==> config.mk <==
export PLATFORM = sky130hd
export DESIGN_NAME = sige_ram
export DESIGN_NICKNAME = d
export VERILOG_FILES = /design/src/design/sige_ram.sv
export SDC_FILE = /design/constraint.sdc
export NUM_CORES = 1
export LEC_CHECK = 0
export ABC_CLOCK_PERIOD_IN_PS = 9000
export BUFFER_PORTS_ARGS = -buffer_cell sky130_fd_sc_hd__buf_2
export CAP_MARGIN = 15
export CORE_ASPECT_RATIO = 0.6
export CORE_MARGIN = 4
export CORE_UTILIZATION = 58
export CTS_BUF_LIST = sky130_fd_sc_hd__clkbuf_8
export DETAILED_ROUTE_END_ITERATION = 10
export GPL_TIMING_DRIVEN = 0
export HOLD_SLACK_MARGIN = 0.15
export PLACE_DENSITY = 0.83
export SKIP_CTS_REPAIR_TIMING = 1
export SYNTH_ARGS = -nofsm -noshare
export SYNTH_HDL_FRONTEND = slang
export SYNTH_SLANG_ARGS = --single-unit
==> constraint.sdc <==
create_clock -name aclk -period 9 [get_ports aclk]
set_input_delay 0.45 -clock aclk [delete_from_list [all_inputs] [get_ports aclk]]
set_output_delay 0.45 -clock aclk [all_outputs]
set_load 0.01 [all_outputs]
==> src/design/sige_ram.sv <==
// Generic single-write, single-read RAM with registered read data.
`default_nettype none
module sige_ram #(
    parameter int Width = 32,
    parameter int Depth = 16
) (
    input  wire logic                     aclk,
    input  wire logic                     we,
    input  wire logic [$clog2(Depth)-1:0] waddr,
    input  wire logic [Width-1:0]         wdata,
    input  wire logic [$clog2(Depth)-1:0] raddr,
    output logic      [Width-1:0]         rdata
);
    logic [Width-1:0] mem [Depth];

    always_ff @(posedge aclk) begin
        if (we) begin
            mem[waddr] <= wdata;
        end
        rdata <= mem[raddr];
    end
endmodule
`default_nettype wire

==> impl_metrics.json, run 1 <==
{
  "status": "finished clean",
  "area_growth_pct": 14.5,
  "fin_tns_setup_ns": 0,
  "vdd_ir_drop_max_uv": 190,
  "swShare": 0.217,
  "grt_max_degree": 23,
  "clock_power_share": 0.361,
  "drive_gt1_frac": 0.331,
  "synth_edf_count": 512,
  "dr.pass1.iters": 5,
  "gp_congestion": 0.721,
  "yosys.cell_count.top_type": "edfxtp_1",
  "power_frac_comb": 0.055,
  "synth_cell_types": 18,
  "netlist_instances": 838,
  "clkTransAtPathRegs_ns": 0.07,
  "drt_iter0_markers": 1436,
  "cts_sinks": 544,
  "core_area_um2": 33700,
  "synth_common_cells": "512 x edfxtp_1, 128 x mux4_2, 64 x a22oi_1, 33 x nand2_1, 32 x dfxtp_1",
  "yosys.area.top_type": "edfxtp_1",
  "start_util": 0.589,
  "max_freq_mhz": 506,
  "clk_path_buf_depth": 3,
  "wl_um": 43600,
  "vias_per_cell": 6.29,
  "hp-class": "input pin to flop",
  "ant_nets": 0,
  "slew_viol_final": 0,
  "max-slew-margin-rel": 0.278,
  "yosys_warnings": 0,
  "rows": 52,
  "end_kind": "flop",
  "period_share": 0.220,
  "arrival_ns": 2.30,
  "clock-root-buffer": "clkbuf_8",
  "power-per-cell-area_nw_per_um2": 215,
  "drc_errors": 0,
  "syn-num-nets": 880,
  "syn_area_per_cell_um2": 23.7,
  "final_nets": 1054,
  "cp_max_fo": 9,
  "grt_first_pass_wirelength_um": 64700,
  "tightest_slew_ns": 1.08,
  "power.switching_mw": 1.06,
  "grt_overflow_total": 0,
  "route.detailed.wl_per_inst_um": 28.5,
  "leakagePower_nw": 7.45,
  "antenna_found_initial": 2,
  "hold_viol_final": 0,
  "die_area_um2": 37400,
  "finalSetupViolations": 0,
  "ios": 74,
  "hpwlAfterDp_um": 26800,
  "intPower_mw": 3.82,
  "cts_tree": "done",
  "crit_required_ns": 9.32,
  "p_seq_frac": 0.584,
  "synth-seq-area-share": 0.807,
  "htreeDepth": 3,
  "finalCoreUtilization": 0.675,
  "reg2reg_setup_slack_ns": 7.58,
  "die_width_um": 247,
  "worstSkewPairLatency_ns": 0.63,
  "port_buffers": 71,
  "grt_pass1_vias": 9838,
  "die_y_um": 151,
  "cts_buffers": 74,
  "start_kind": "input pin",
  "grt_usage": 0.245,
  "synth_area_um2": 19900,
  "synth_area_leaders": "edfxtp_1 77%, mux4_2 15%, dfxtp_1 3.2%",
  "cap_violations": 0,
  "finClkSkew_ns": 0.0256,
  "critPathKind": "input pin to flop",
  "period_minus_slack_ns": 1.98,
  "vias": 9632,
  "yosysTopAreaCellShare": 0.774,
  "synthFlopType": "edfxtp_1",
  "rsz0062_at_grt": "no",
  "async_flop_share": 0,
  "ys_ff_latch": 544
}
-- cell families (layout without fill, tap and decap cells) --
| logic type | count (synthesis) | in the layout | synth area share |
|---|---|---|---|
| DFF | 544 | 544 | 0.807 |
| muxes | 128 | 128 | 0.145 |
| AOI/OAI and AO/OA | 64 | 64 | 0.0242 |
| and+or+nand+nor | 59 | 59 | 0.0127 |
| buffers and inverters | 43 | 276 | 0.0112 |
| other | 0 | 1 | 0 |
-- final timing paths --
path	start	to	cells past startpoint
setup / recovery	waddr[2]	mem[0][31]	4
hold / removal	wdata[31]	mem[11][31]	1
setup reg to reg	mem[15][18]	rdata[18]	3
hold reg to reg	mem[6][31]	rdata[31]	3
-- layer usage --
| metal | routed length [um] | global-route usage |
|---|---|---|
| met5 | 8 | 0 |
| met1 | 17100 | 0.359 |
| met4 | 1090 | 0.0697 |
| met3 | 4850 | 0.0653 |
| met2 | 20500 | 0.374 |
-- stage by stage --
step           worst slack [ns]  std cells  cell area (um2)  total power [mW]  hold slack (ns)
4_1_cts                    7.05       1530            22700              4.90            0.161
5_1_grt                    7.01       1531            22700              5.06            0.162
3_3_place_gp               2.80       1368            20800              3.15            0.649
6_report                   7.02       1531            22700              4.88            0.188
2_1_floorplan              5.37        838            19900              3.04            0.549
3_5_place_dp               6.40       1395            21300              3.17            0.660
-- state kept, by name, indices dropped and copies added, names as in the netlist --
register / count
rdata: 32
mem: 512
-- layout make-up --
| class | count | area [um2] |
|---|---|---|
| Antenna cell | 1 | 2.50 |
| Buffer | 43 | 223 |
| Clock buffer | 84 | 1160 |
| Clock inverter | 51 | 234 |
| Fill cell | 2056 | 11000 |
| Multi-Input combinational cell | 251 | 3730 |
| Sequential cell | 544 | 16000 |
| Tap cell | 459 | 574 |
| Timing Repair Buffer | 98 | 802 |
-- critical path, cell delays in order --
cell and delay [ns]:
buf_2 0.12, or3b_2 0.59, nor3_2 0.85, buf_6 0.28
-- power groups by stage --
stage / Sequential (mW) / Combinational [mW] / Clock, mW
floorplan: 2.91 / 0.136 / 0
global placement: 2.90 / 0.247 / 0
detailed placement: 2.90 / 0.269 / 0
CTS: 2.85 / 0.269 / 1.78
global route: 2.85 / 0.288 / 1.92
finish: 2.85 / 0.268 / 1.76
-- cell usage in the layout, fill, tap and decap left out, types with 12 or more instances in the layout --
cell type	netlist	routed
clkbuf_1	17	17
buf_4	11	12
buf_2	4	75
clkbuf_8	0	84
nor2_4	0	12
nand2_1	33	33
inv_1	0	31
buf_6	2	15
edfxtp_1	512	512
dfxtp_1	32	32
a22oi_1	64	64
mux4_2	128	128
Note: power is estimated with default switching activity, not from simulation.
==> run 2: changes to the inputs <==
- ABC_CLOCK_PERIOD_IN_PS: 9000 -> 2000
- clock period: 9 -> 2 ns (I/O delays scaled with it)
==> impl_metrics.json, run 2 (same netlist as run 1, synthesis figures left out) <==
{
  "status": "finished clean",
  "grt_pass1_vias": 10008,
  "die_area_um2": 37400,
  "hold_viol_final": 0,
  "fin_tns_setup_ns": 0,
  "n_antenna_cell": 0,
  "reg2reg_setup_slack_ns": 0.58,
  "finalPower_mw": 22.2,
  "gp_congestion": 0.756,
  "port_buffers": 71,
  "slew_viol_final": 0,
  "period_share": 0.987,
  "crit_top_cell": "buf_8",
  "ant_nets": 0,
  "start_util": 0.589,
  "critical_path.top_delay_family": "buffers and inverters",
  "final_common_cell": "edfxtp_1",
  "cts_tree": "done",
  "reg_top3": "mem: 512 flops, rdata: 32 flops",
  "drive_gt1_frac": 0.315,
  "cap_violations": 0,
  "vias": 9747,
  "endpoint": "mem[12][10]",
  "core_area_um2": 33700,
  "grt_first_pass_wirelength_um": 64200,
  "end_kind": "flop",
  "finalSetupViolations": 0,
  "crit_required_ns": 2.31,
  "max_freq_mhz": 507,
  "hpwlAfterDp_um": 26700,
  "area_growth_pct": 16.3,
  "leakagePower_nw": 7.57,
  "finClkSkew_ns": 0.0299,
  "clock-root-buffer": "clkbuf_8",
  "startpoint": "waddr[1]",
  "grt_usage": 0.241,
  "dr.pass1.iters": 5,
  "vdd_ir_drop_max_uv": 943,
  "worstPathCellList": "dlygate4sd3_1 > buf_2 > nor3_4 > buf_8 > buf_8",
  "rr_startpoint": "mem[11][21]",
  "cp.depth": 5,
  "critPathKind": "input pin to flop",
  "htreeDepth": 3,
  "largest_reg_flops": 512,
  "vias_per_cell": 6.25,
  "worstSkewPairLatency_ns": 0.63,
  "drc_errors": 0,
  "cp_slowest_cell": "nor3_4",
  "grt_max_degree": 24,
  "tightest_slew_ns": 1.12,
  "final_nets": 1082,
  "drt_iter0_markers": 1202,
  "cp_max_fo": 14,
  "reg2reg_depth": 3,
  "grt_overflow_total": 0,
  "critical_path.max_stage_delay_ns": 0.93,
  "ios": 74,
  "arrival_ns": 2.28,
  "cts_sinks": 544,
  "hp-class": "input pin to flop",
  "period_minus_slack_ns": 1.97,
  "route.detailed.wl_per_inst_um": 28.1,
  "start_kind": "input pin",
  "antenna_found_initial": 0,
  "timing.rr.end": "rdata[21]",
  "wl_um": 43800,
  "die_y_um": 151,
  "power-per-cell-area_nw_per_um2": 961,
  "clkTransAtPathRegs_ns": 0.06,
  "max-slew-margin-rel": 0.252,
  "rsz0062_at_grt": "no",
  "cp_num_buf_inv": 4,
  "clk_path_buf_depth": 3,
  "final_cell_mix": "512 x edfxtp_1, 128 x mux4_2, 85 x clkbuf_8",
  "die_width_um": 247,
  "cts_buffers": 73,
  "regMostFlops": "mem",
  "rows": 52
}
[run 2: worst reg2reg max path: stages, from the launching register on]
cell and delay, ns:
edfxtp_1 0.37, mux4_2 0.47, a22oi_1 0.31, nand2_1 0.13
[run 2: cell type report]
cell class	count	area (um2)
buffer	43	223
clock buffer	85	1170
clock inverter	50	254
fill	2025	10600
multi-input combinational	251	3750
sequential	544	16000
tap	459	574
timing repair buffer	127	1110
[run 2: power by group]
| part | switching, mW | internal [mW] |
|---|---|---|
| Clock | 4.00 | 4.14 |
| Combinational | 0.729 | 0.528 |
| Sequential | 0.0742 | 12.7 |
[run 2: worst min path at each step]
stage                          from          end  slack (ns)  cells after the start
after floorplan            wdata[0]    mem[0][0]        0.20                      0
after global placement    wdata[14]  mem[11][14]        0.47                      1
after detailed placement  wdata[17]   mem[6][17]        0.49                      1
after CTS                 wdata[28]   mem[5][28]       -0.19                      1
after global routing       raddr[0]     rdata[3]        0.16                      4
final                      raddr[0]    rdata[31]        0.15                      4
[run 2: metrics by stage]
stage / std cells / setup slack, ns / util / hold WS [ns] / instance area [um2]
CTS: 1523 / 0.348 / 0.675 / -0.186 / 22700
global placement: 1368 / -2.01 / 0.618 / 0.470 / 20800
global route: 1559 / 0.0157 / 0.685 / 0.158 / 23100
detailed placement: 1388 / -0.284 / 0.632 / 0.487 / 21300
finish: 1559 / 0.0263 / 0.685 / 0.151 / 23100
floorplan: 838 / -0.408 / - / 0.199 / 19900
[run 2: metal layers]
metal	GRT usage	routed length [um]
met3	0.0568	4730
met1	0.350	17300
met2	0.371	20900
met4	0.0842	886
met5	0	0
